===== src/hdl/tlex_pkg.sv =====
// Shared definitions for the token lexer: field widths, token kind codes,
// input opcodes, keyword spellings and the token and result records.
// No dependencies; every other file imports this package.
`default_nettype none

package tlex_pkg;

  localparam int LINE_BITS     = 16;
  localparam int POSITION_BITS = 32;
  localparam int LENGTH_BITS   = 16;
  localparam int KIND_BITS     = 5;
  localparam int CHAR_BITS     = 8;
  localparam int OP_BITS       = 2;
  localparam int KW_BITS       = 40;

  // Output beat payload, packed from bit 0 up and padded to whole bytes.
  localparam int TOKEN_BITS     = KIND_BITS + LINE_BITS + POSITION_BITS + LENGTH_BITS;
  localparam int OUT_DATA_BITS  = ((TOKEN_BITS + 7) / 8) * 8;
  localparam int OUT_PAD_BITS   = OUT_DATA_BITS - TOKEN_BITS;

  localparam logic [LINE_BITS-1:0] FIRST_LINE_RESET = LINE_BITS'(1);

  typedef enum logic [OP_BITS-1:0] {
    OP_CHAR  = 2'd0,
    OP_END   = 2'd1,
    OP_RDERR = 2'd2
  } opcode_t;

  typedef enum logic [KIND_BITS-1:0] {
    K_IF, K_THEN, K_PRINT, K_TRUE, K_FALSE, K_IDENT, K_ICONST, K_SCONST,
    K_PLUS, K_MINUS, K_STAR, K_SLASH, K_ASSIGN, K_EQ, K_NEQ, K_LT, K_LEQ,
    K_GT, K_GEQ, K_AND, K_OR, K_SC, K_LPAREN, K_RPAREN, K_ERR, K_DONE
  } kind_t;

  // Keyword spellings, first letter in the lowest byte.
  localparam logic [KW_BITS-1:0] KW_IF    = 40'h00_00_00_66_69;
  localparam logic [KW_BITS-1:0] KW_THEN  = 40'h00_6e_65_68_74;
  localparam logic [KW_BITS-1:0] KW_PRINT = 40'h74_6e_69_72_70;
  localparam logic [KW_BITS-1:0] KW_TRUE  = 40'h00_65_75_72_74;
  localparam logic [KW_BITS-1:0] KW_FALSE = 40'h65_73_6c_61_66;

  typedef struct packed {
    logic [LENGTH_BITS-1:0]   length;
    logic [POSITION_BITS-1:0] start;
    logic [LINE_BITS-1:0]     line;
    kind_t                    kind;
    logic                     last;
  } token_t;

  // Tokens produced by one accepted input beat (zero, one or two).
  typedef struct packed {
    logic [1:0] count;
    token_t     tok1;
    token_t     tok0;
  } scan_res_t;

endpackage

`default_nettype wire


===== src/hdl/tlex_scan.sv =====
// Scanner core: state registers of the lexer and the single-pass next-state
// and token logic for one input beat. Depends on tlex_pkg.
`default_nettype none

module tlex_scan
  import tlex_pkg::*;
(
  input  wire logic                 clk,
  input  wire logic                 rst,
  input  wire logic                 accept,
  input  wire logic [OP_BITS-1:0]   opcode,
  input  wire logic [CHAR_BITS-1:0] ch,
  input  wire logic [LINE_BITS-1:0] line_load,
  output scan_res_t                 res
);

  typedef enum logic [3:0] {
    S_BEGIN, S_ID, S_STR, S_MINUS, S_EQ, S_LT, S_GT, S_AND, S_OR, S_INT, S_CMT
  } scan_state_t;

  scan_state_t              state, state_next;
  logic [LINE_BITS-1:0]     line_count, line_count_next;
  logic [POSITION_BITS-1:0] position, position_next;
  logic [POSITION_BITS-1:0] pend_start, pend_start_next;
  logic [LENGTH_BITS-1:0]   pend_len, pend_len_next;
  logic [KW_BITS-1:0]       kw_letters, kw_letters_next;

  token_t     toks [2];
  logic [1:0] n_emit;
  logic       do_idle;
  kind_t      pair_kind, pair_hit, idle_kind;
  logic       is_nl;

  function automatic logic is_alpha(input logic [CHAR_BITS-1:0] c);
    return (c inside {[8'h61:8'h7a], [8'h41:8'h5a]});
  endfunction

  function automatic logic is_digit(input logic [CHAR_BITS-1:0] c);
    return (c inside {[8'h30:8'h39]});
  endfunction

  function automatic logic is_space(input logic [CHAR_BITS-1:0] c);
    return (c inside {8'h20, [8'h09:8'h0d]});
  endfunction

  function automatic kind_t ident_kind(input logic [LENGTH_BITS-1:0] len,
                                       input logic [KW_BITS-1:0] w);
    kind_t k;
    k = K_IDENT;
    if (len == LENGTH_BITS'(2) && w == KW_IF) k = K_IF;
    else if (len == LENGTH_BITS'(4) && w == KW_THEN) k = K_THEN;
    else if (len == LENGTH_BITS'(5) && w == KW_PRINT) k = K_PRINT;
    else if (len == LENGTH_BITS'(4) && w == KW_TRUE) k = K_TRUE;
    else if (len == LENGTH_BITS'(5) && w == KW_FALSE) k = K_FALSE;
    return k;
  endfunction

  always_comb begin
    state_next      = state;
    line_count_next = line_count;
    position_next   = position;
    pend_start_next = pend_start;
    pend_len_next   = pend_len;
    kw_letters_next = kw_letters;
    toks[0]         = '0;
    toks[1]         = '0;
    n_emit          = 2'd0;
    do_idle         = 1'b0;
    pair_kind       = K_ASSIGN;
    pair_hit        = K_EQ;
    idle_kind       = K_ERR;
    is_nl           = (ch == 8'h0a);

    if (accept) begin
      if (opcode == OP_CHAR) begin
        case (state)
          S_ID: begin
            if (is_alpha(ch) || is_digit(ch)) begin
              if (pend_len < LENGTH_BITS'(5)) begin
                kw_letters_next[{pend_len[2:0], 3'b000} +: 8] = ch;
              end
              if (pend_len != '1) pend_len_next = pend_len + 1'b1;
            end else begin
              toks[n_emit[0]] = '{length: pend_len, start: pend_start, line: line_count_next,
                                  kind: ident_kind(pend_len, kw_letters), last: 1'b0};
              n_emit  = n_emit + 1'b1;
              do_idle = 1'b1;
            end
          end
          S_STR: begin
            if (pend_len != '1) pend_len_next = pend_len + 1'b1;
            if (is_nl) begin
              if (line_count != '1) line_count_next = line_count + 1'b1;
              state_next = S_BEGIN;
              toks[n_emit[0]] = '{length: pend_len_next, start: pend_start,
                                  line: line_count_next, kind: K_ERR, last: 1'b0};
              n_emit = n_emit + 1'b1;
            end else if (ch == 8'h22) begin
              // Both quotes are left out of the string lexeme.
              state_next = S_BEGIN;
              toks[n_emit[0]] = '{length: pend_len_next - LENGTH_BITS'(2),
                                  start: pend_start + 1'b1,
                                  line: line_count_next, kind: K_SCONST, last: 1'b0};
              n_emit = n_emit + 1'b1;
            end
          end
          S_MINUS: begin
            if (is_digit(ch)) begin
              if (pend_len != '1) pend_len_next = pend_len + 1'b1;
              state_next = S_INT;
            end else begin
              toks[n_emit[0]] = '{length: pend_len, start: pend_start, line: line_count_next,
                                  kind: K_MINUS, last: 1'b0};
              n_emit  = n_emit + 1'b1;
              do_idle = 1'b1;
            end
          end
          S_INT: begin
            if (is_digit(ch)) begin
              if (pend_len != '1) pend_len_next = pend_len + 1'b1;
            end else if (is_alpha(ch)) begin
              // A letter glued to a number makes the whole lexeme an error.
              if (pend_len != '1) pend_len_next = pend_len + 1'b1;
              state_next = S_BEGIN;
              toks[n_emit[0]] = '{length: pend_len_next, start: pend_start,
                                  line: line_count_next, kind: K_ERR, last: 1'b0};
              n_emit = n_emit + 1'b1;
            end else begin
              toks[n_emit[0]] = '{length: pend_len, start: pend_start, line: line_count_next,
                                  kind: K_ICONST, last: 1'b0};
              n_emit  = n_emit + 1'b1;
              do_idle = 1'b1;
            end
          end
          S_AND, S_OR: begin
            // The second byte is consumed whether or not it completes the pair.
            if (is_nl && line_count != '1) line_count_next = line_count + 1'b1;
            state_next = S_BEGIN;
            if ((state == S_AND && ch == 8'h26) || (state == S_OR && ch == 8'h7c)) begin
              toks[n_emit[0]] = '{length: LENGTH_BITS'(2), start: pend_start,
                                  line: line_count_next,
                                  kind: (state == S_AND) ? K_AND : K_OR, last: 1'b0};
            end else begin
              toks[n_emit[0]] = '{length: LENGTH_BITS'(1), start: pend_start,
                                  line: line_count_next, kind: K_ERR, last: 1'b0};
            end
            n_emit = n_emit + 1'b1;
          end
          S_CMT: begin
            if (is_nl) begin
              if (line_count != '1) line_count_next = line_count + 1'b1;
              state_next = S_BEGIN;
            end
          end
          S_EQ, S_LT, S_GT: begin
            if (state == S_LT) begin
              pair_kind = K_LT;
              pair_hit  = K_LEQ;
            end else if (state == S_GT) begin
              pair_kind = K_GT;
              pair_hit  = K_GEQ;
            end
            if (ch == 8'h3d) begin
              state_next = S_BEGIN;
              toks[n_emit[0]] = '{length: LENGTH_BITS'(2), start: pend_start,
                                  line: line_count_next, kind: pair_hit, last: 1'b0};
              n_emit = n_emit + 1'b1;
            end else begin
              toks[n_emit[0]] = '{length: pend_len, start: pend_start, line: line_count_next,
                                  kind: pair_kind, last: 1'b0};
              n_emit  = n_emit + 1'b1;
              do_idle = 1'b1;
            end
          end
          default: begin
            do_idle = 1'b1;
          end
        endcase

        // Scan from the idle state: a fresh byte, or one a token just rejected.
        if (do_idle) begin
          if (is_nl && line_count_next != '1) line_count_next = line_count_next + 1'b1;
          state_next = S_BEGIN;
          if (!is_space(ch)) begin
            pend_start_next = position;
            pend_len_next   = LENGTH_BITS'(1);
            kw_letters_next = '0;
            if (is_alpha(ch)) begin
              kw_letters_next = KW_BITS'(ch);
              state_next      = S_ID;
            end else if (is_digit(ch)) begin
              state_next = S_INT;
            end else begin
              case (ch)
                8'h22:   state_next = S_STR;
                8'h2d:   state_next = S_MINUS;
                8'h3d:   state_next = S_EQ;
                8'h3e:   state_next = S_GT;
                8'h3c:   state_next = S_LT;
                8'h26:   state_next = S_AND;
                8'h7c:   state_next = S_OR;
                8'h23:   state_next = S_CMT;
                8'h2b:   idle_kind  = K_PLUS;
                8'h2a:   idle_kind  = K_STAR;
                8'h2f:   idle_kind  = K_SLASH;
                8'h28:   idle_kind  = K_LPAREN;
                8'h29:   idle_kind  = K_RPAREN;
                8'h3b:   idle_kind  = K_SC;
                default: idle_kind  = K_ERR;
              endcase
              if (state_next == S_BEGIN) begin
                toks[n_emit[0]] = '{length: LENGTH_BITS'(1), start: position,
                                    line: line_count_next, kind: idle_kind, last: 1'b0};
                n_emit = n_emit + 1'b1;
              end
            end
          end
        end
        position_next = position + 1'b1;
      end else begin
        // End of input or read error drops the pending lexeme.
        state_next      = S_BEGIN;
        pend_len_next   = '0;
        kw_letters_next = '0;
        toks[0] = '{length: '0, start: position, line: line_count,
                    kind: (opcode == OP_END) ? K_DONE : K_ERR, last: 1'b0};
        n_emit = 2'd1;
      end
    end

    if (n_emit == 2'd1) toks[0].last = 1'b1;
    if (n_emit == 2'd2) toks[1].last = 1'b1;
  end

  assign res.count = n_emit;
  assign res.tok0  = toks[0];
  assign res.tok1  = toks[1];

  always_ff @(posedge clk) begin
    if (rst) begin
      state      <= S_BEGIN;
      line_count <= line_load;
      position   <= '0;
      pend_start <= '0;
      pend_len   <= '0;
      kw_letters <= '0;
    end else begin
      state      <= state_next;
      line_count <= line_count_next;
      position   <= position_next;
      pend_start <= pend_start_next;
      pend_len   <= pend_len_next;
      kw_letters <= kw_letters_next;
    end
  end

endmodule

`default_nettype wire


===== src/hdl/tlex_fifo.sv =====
// Four-entry token queue that takes up to two tokens per cycle and hands out
// one per cycle while the reader is ready. Depends on tlex_pkg.
`default_nettype none

module tlex_fifo
  import tlex_pkg::*;
(
  input  wire logic      clk,
  input  wire logic      rst,
  input  wire scan_res_t wr,
  output logic           has_room,
  output logic           rd_valid,
  input  wire logic      rd_ready,
  output token_t         rd_tok
);

  token_t     slots [4];
  logic [1:0] wr_ptr, rd_ptr;
  logic [2:0] fill, fill_next;
  logic       pop;

  assign pop       = rd_valid && rd_ready;
  assign rd_valid  = (fill != 3'd0);
  assign rd_tok    = slots[rd_ptr];
  // Room for the worst case of two tokens from one beat.
  assign has_room  = (fill <= 3'd2);
  assign fill_next = fill + {1'b0, wr.count} - {2'b00, pop};

  always_ff @(posedge clk) begin
    if (wr.count != 2'd0) slots[wr_ptr] <= wr.tok0;
    if (wr.count == 2'd2) slots[wr_ptr + 2'd1] <= wr.tok1;
  end

  always_ff @(posedge clk) begin
    if (rst) begin
      wr_ptr <= '0;
      rd_ptr <= '0;
      fill   <= '0;
    end else begin
      wr_ptr <= wr_ptr + wr.count;
      rd_ptr <= rd_ptr + {1'b0, pop};
      fill   <= fill_next;
    end
  end

endmodule

`default_nettype wire


===== src/hdl/token_lexer_fsm_unit.sv =====
// Top level of the byte-serial token lexer: stream ports, the first-line
// register, the scanner core and the output token queue.
// Depends on tlex_pkg, tlex_scan and tlex_fifo.
//
//   channel   | ports                         | payload (lowest bit first)
//   ----------+-------------------------------+----------------------------------------
//   input     | s_tvalid s_tready s_tdata     | tdata: character[7:0]
//             | s_tuser                       | tuser: opcode[1:0]
//   output    | m_tvalid m_tready m_tdata     | tdata: token_kind[4:0] line_number[20:5]
//             | m_tlast                       |   text_start[52:21] text_length[68:53]
//             |                               | tlast: last_of_run
//   config    | cfg_we cfg_data               | first_line_number[15:0]
//
// Every input beat is handled in the cycle it is accepted: the scanner state
// is updated at that edge and its zero, one or two tokens are written to a
// four-entry queue, so a new beat can be accepted in every cycle in which
// the queue has room. The queue sends one token per cycle while m_tready is
// high; s_tready drops only while fewer than two slots are free, which
// happens when beats producing two tokens arrive back to back or the output
// side stalls. Reset (rst, synchronous) clears the queue, returns the
// scanner to its idle state at stream position zero and loads the line
// counter with the reset value of first_line_number.
`default_nettype none

module token_lexer_fsm_unit
  import tlex_pkg::*;
(
  input  wire logic                     clk,
  input  wire logic                     rst,
  input  wire logic                     s_tvalid,
  output logic                          s_tready,
  input  wire logic [CHAR_BITS-1:0]     s_tdata,   // character[7:0]
  input  wire logic [OP_BITS-1:0]       s_tuser,   // opcode[1:0]
  output logic                          m_tvalid,
  input  wire logic                     m_tready,
  output logic [OUT_DATA_BITS-1:0]      m_tdata,   // kind, line, start, length, pad
  output logic                          m_tlast,   // last token of its input beat
  input  wire logic                     cfg_we,
  input  wire logic [LINE_BITS-1:0]     cfg_data
);

  logic [LINE_BITS-1:0] first_line, first_line_next;
  logic                 accept;
  scan_res_t            res;
  token_t               out_tok;

  // The line counter is loaded at reset with the value this register takes in
  // reset, so both start from FIRST_LINE_RESET together.
  always_comb begin
    first_line_next = first_line;
    if (rst) begin
      first_line_next = FIRST_LINE_RESET;
    end else if (cfg_we) begin
      first_line_next = cfg_data;
    end
  end

  always_ff @(posedge clk) begin
    first_line <= first_line_next;
  end

  assign accept = s_tvalid && s_tready;

  tlex_scan u_scan (
    .clk       (clk),
    .rst       (rst),
    .accept    (accept),
    .opcode    (s_tuser),
    .ch        (s_tdata),
    .line_load (first_line_next),
    .res       (res)
  );

  tlex_fifo u_fifo (
    .clk      (clk),
    .rst      (rst),
    .wr       (res),
    .has_room (s_tready),
    .rd_valid (m_tvalid),
    .rd_ready (m_tready),
    .rd_tok   (out_tok)
  );

  // Output beat: fields packed from bit 0 upward, zero padding on top.
  assign m_tdata = {{OUT_PAD_BITS{1'b0}}, out_tok.length, out_tok.start,
                    out_tok.line, out_tok.kind};
  assign m_tlast = out_tok.last;

endmodule

`default_nettype wire

===== config.mk =====
export PLATFORM = sky130hd
export DESIGN_NAME = token_lexer_fsm_unit
export DESIGN_NICKNAME = d
export VERILOG_FILES = /design/src/hdl/tlex_pkg.sv /design/src/hdl/tlex_scan.sv /design/src/hdl/tlex_fifo.sv /design/src/hdl/token_lexer_fsm_unit.sv
export SDC_FILE = /design/constraint.sdc
export NUM_CORES = 1
export LEC_CHECK = 0
export BUFFER_PORTS_ARGS = -buffer_cell sky130_fd_sc_hd__buf_4
export CAP_MARGIN = 30
export CORE_MARGIN = 4
export CORE_UTILIZATION = 43
export CTS_BUF_LIST = sky130_fd_sc_hd__clkbuf_4
export DETAILED_ROUTE_END_ITERATION = 12
export PLACE_DENSITY_LB_ADDON = 0.25
export SYNTH_ARGS = -nofsm -noshare
export SYNTH_HDL_FRONTEND = slang
export SYNTH_SLANG_ARGS = --single-unit
export TNS_END_PERCENT = 5

===== constraint.sdc =====
create_clock -name clk -period 9 [get_ports clk]
set_input_delay 1.35 -clock clk [delete_from_list [all_inputs] [get_ports clk]]
set_output_delay 1.35 -clock clk [all_outputs]
set_load 0.005 [all_outputs]

==> flow_metrics.py <==
metrics = {
    "outcome": {
        "outcome": "complete, no violations",
    },
    "cts": {
        "cts_tree": "done",
        "clk_pin_slew_ps": 60,
        "holdBufCountCts": 0,
        "cts-root-buf": "clkbuf_4",
        "post_cts_buffers": 0,
        "ctsResizeCount": 0,
        "htree_levels": 3,
        "cts_num_sinks": 427,
        "clk_path_buf_depth": 3,
        "clk_latency_ps": 890,
        "numCtsBuffers": 114,
    },
    "detailed_routing": {
        "routed-via-count": 21647,
        "routed_wl_um": 78490,
        "ant_nets": 0,
        "drt_iter0_drc": 2153,
        "vias_per_cell": 6.180,
        "wl_per_cell_um": 22.41,
        "drc": 0,
        "firstDrtPassIters": 6,
    },
    "grt": {
        "antenna_found_initial": 2,
        "grt_max_degree": 97,
        "grt_pass1_vias": 20775,
        "globalRoute.totalOverflow": 0,
        "grt_pass1_wl_um": 121700,
        "grt_use_total": 0.2538,
    },
    "yosys": {
        "yosys_warnings": 0,
        "synth_ff_type": "edfxtp_1",
        "synth_cells": 2634,
        "ys_types": 87,
        "synth.most_common_cell": "nand2_1",
        "netlist_top_cells_area": "edfxtp_1 36%, dfxtp_1 11%, mux4_2 6.4%",
        "avgSynthCellArea_um2": 9.308,
        "ys_ff_latch": 427,
        "synth-edff-count": 296,
        "syn_area_um2": 24520,
        "synthTopCellsByCount": "316 x nand2_1, 296 x edfxtp_1, 283 x nor2_1, 256 x o21ai_0, 187 x nand3_1",
        "synth_top_area_frac": 0.3625,
        "yosysTopAreaCell": "edfxtp_1",
        "ys_seq_area_frac": 0.4695,
        "async_flop_share": 0,
    },
    "critical_path": {
        "cp.required_ps": 9500,
        "r2r_cells": 18,
        "crit_end": "u_fifo.slots[3][56]",
        "critPathLaunchType": "input port",
        "timing.rr.start": "u_scan.line_count[0]",
        "r2r-end": "u_fifo.slots[2][18]",
        "setup.worst_path.start": "s_tdata[6]",
        "cp_data_arrival_time_ps": 6320,
        "worst-r2r-setup-slack_ps": 3240,
        "endpoint_kind": "register",
        "crit_fanout": 33,
        "critPathKind": "input port to register",
    },
    "power_and_ir_drop": {
        "total_power_mw": 5.395,
        "power_frac_comb": 0.216,
        "swShare": 0.2924,
        "internal_power_mw": 3.817,
        "p_seq_frac": 0.444,
        "p_switching_mw": 1.578,
        "pwr-share-clk": 0.341,
        "vdd_drop_max_uv": 108.2,
        "power_density_nw_per_um2": 197.8,
        "p_leak_nw": 9.190,
    },
    "placed_design": {
        "hpwl_um": 50540,
        "gp_congestion": 0.9391,
        "numPortBuffers": 85,
        "placed_cell_area_um2": 25680,
    },
    "timing": {
        "tightest_slew_ps": 1067,
        "rsz0062_at_grt": "no",
        "fin_crit_sh": 0.6470,
        "hold_viol": 0,
        "slew_headroom": 0.2793,
        "skew_ps": 51.95,
        "final_max_slew_viol_count": 0,
        "max_freq_mhz": 171.7,
        "setup_tns_ps": 0,
        "setup_violations": 0,
        "fin_crit_ps": 5823,
    },
    "layout": {
        "nets": 2701,
        "area_growth_pct": 11.25,
        "drive_above_1_share": 0.1621,
        "fin_area_um2": 27280,
    },
    "die": {
        "io_pins": 106,
        "dieHeight_um": 246.8,
        "dieArea_um2": 60910,
        "start_util": 0.4348,
        "die_x_um": 246.8,
        "core.rowCount": 87,
        "core_area_um2": 56390,
    },
    "min_path": {
        "hp-class": "register to register",
        "worstHoldStart": "u_scan.kw_letters[6]",
    },
    "flow_run": {
        "maxCapViolCount": 0,
    },
}
cells in the final DEF (no fill, tap or decap), drive strengths merged, types with 17 or more instances in the layout:
cell / instances
or3: 17
clkinv: 20
o31ai: 17
nand3: 188
dfxtp: 131
xor2: 44
mux4: 70
and3: 40
a21oi: 164
o21ai: 259
a22oi: 53
nor4: 20
nand4: 28
o22ai: 41
clkbuf: 184
inv: 26
o21a: 21
xnor2: 45
nor2b: 18
nor3: 56
a31oi: 20
nand2: 316
nor2: 283
edfxtp: 296
buf: 138
o211ai: 19
layer usage:
metal	global-route usage	vias up	wire [um]
met1	0.3564	10630	34300
met2	0.4017	1012	35980
li1	-	9860	-
met4	0.07893	2	1771
met5	0	-	13
met3	0.04543	143	6421
layout make-up:
cell class / count / area, um2
Fill cell: 5389 / 29110
Multi-Input combinational cell: 1948 / 12090
Sequential cell: 427 / 11520
Clock buffer: 184 / 1381
Timing Repair Buffer: 138 / 1074
Tap cell: 756 / 945.9
Clock inverter: 25 / 177.7
Inverter: 24 / 90.09
Antenna cell: 1 / 2.502
cells by family after synthesis:
group | count (synthesis) | synth area share
simple gates | 1069 | 0.2078
compound gates | 687 | 0.1704
flops | 427 | 0.4695
buf+inv | 261 | 0.04169
xor+xnor | 89 | 0.03179
mux | 83 | 0.06971
fa+ha+maj | 17 | 0.008981
other cells | 1 | 0.0001529
sequential cells by signal, indices dropped and copies added, names as in the netlist:
name               cells
u_scan.position       32
u_scan.line_count     16
u_fifo.rd_ptr          2
u_fifo.wr_ptr          2
u_scan.state           4
u_fifo.slots         280
u_scan.pend_len       16
u_fifo.fill            3
u_scan.kw_letters     40
u_scan.pend_start     32
power by group through the flow:
stage / logic (mW) / clock network [mW] / registers [mW]
after global placement: 1.16 / 0 / 2.43
after detailed placement: 1.17 / 0 / 2.44
after floorplan: 0.714 / 0 / 2.36
after global routing: 1.26 / 1.98 / 2.41
after CTS: 1.18 / 1.87 / 2.40
final: 1.16 / 1.84 / 2.40
worst max-delay path, cell delays in order:
cell      delay, ps
buf_4           180
or4b_2          740
nor3_1          400
nor2_1          150
nor3_4          190
buf_4           450
nor2_1          240
inv_1           200
ha_1            140
mux2i_1         120
a21oi_1         510
a21boi_0        350
nor2_4          650
buf_4           620
per-stage QoR:
stage	utilization	hold WS [ps]	worst slack (ps)	std cells
floorplan	-	432.0	-463.2	2636
global placement	0.4548	446.4	2445	3287
detailed placement	0.4555	453.3	2328	3291
CTS	0.4831	468.3	3240	3500
global route	0.4837	474.7	2809	3503
finish	0.4837	463.5	3177	3503
worst min-delay path by stage:
| stage | to | slack (ps) | cells past startpoint |
|---|---|---|---|
| after global routing | u_scan.kw_letters[6] | 470 | 2 |
| after floorplan | u_scan.kw_letters[6] | 430 | 2 |
| after global placement | u_scan.kw_letters[6] | 450 | 2 |
| final | u_scan.kw_letters[6] | 460 | 2 |
| after CTS | u_scan.kw_letters[6] | 470 | 2 |
| after detailed placement | u_scan.kw_letters[6] | 450 | 2 |
Note: power is estimated with default switching activity, not from simulation.
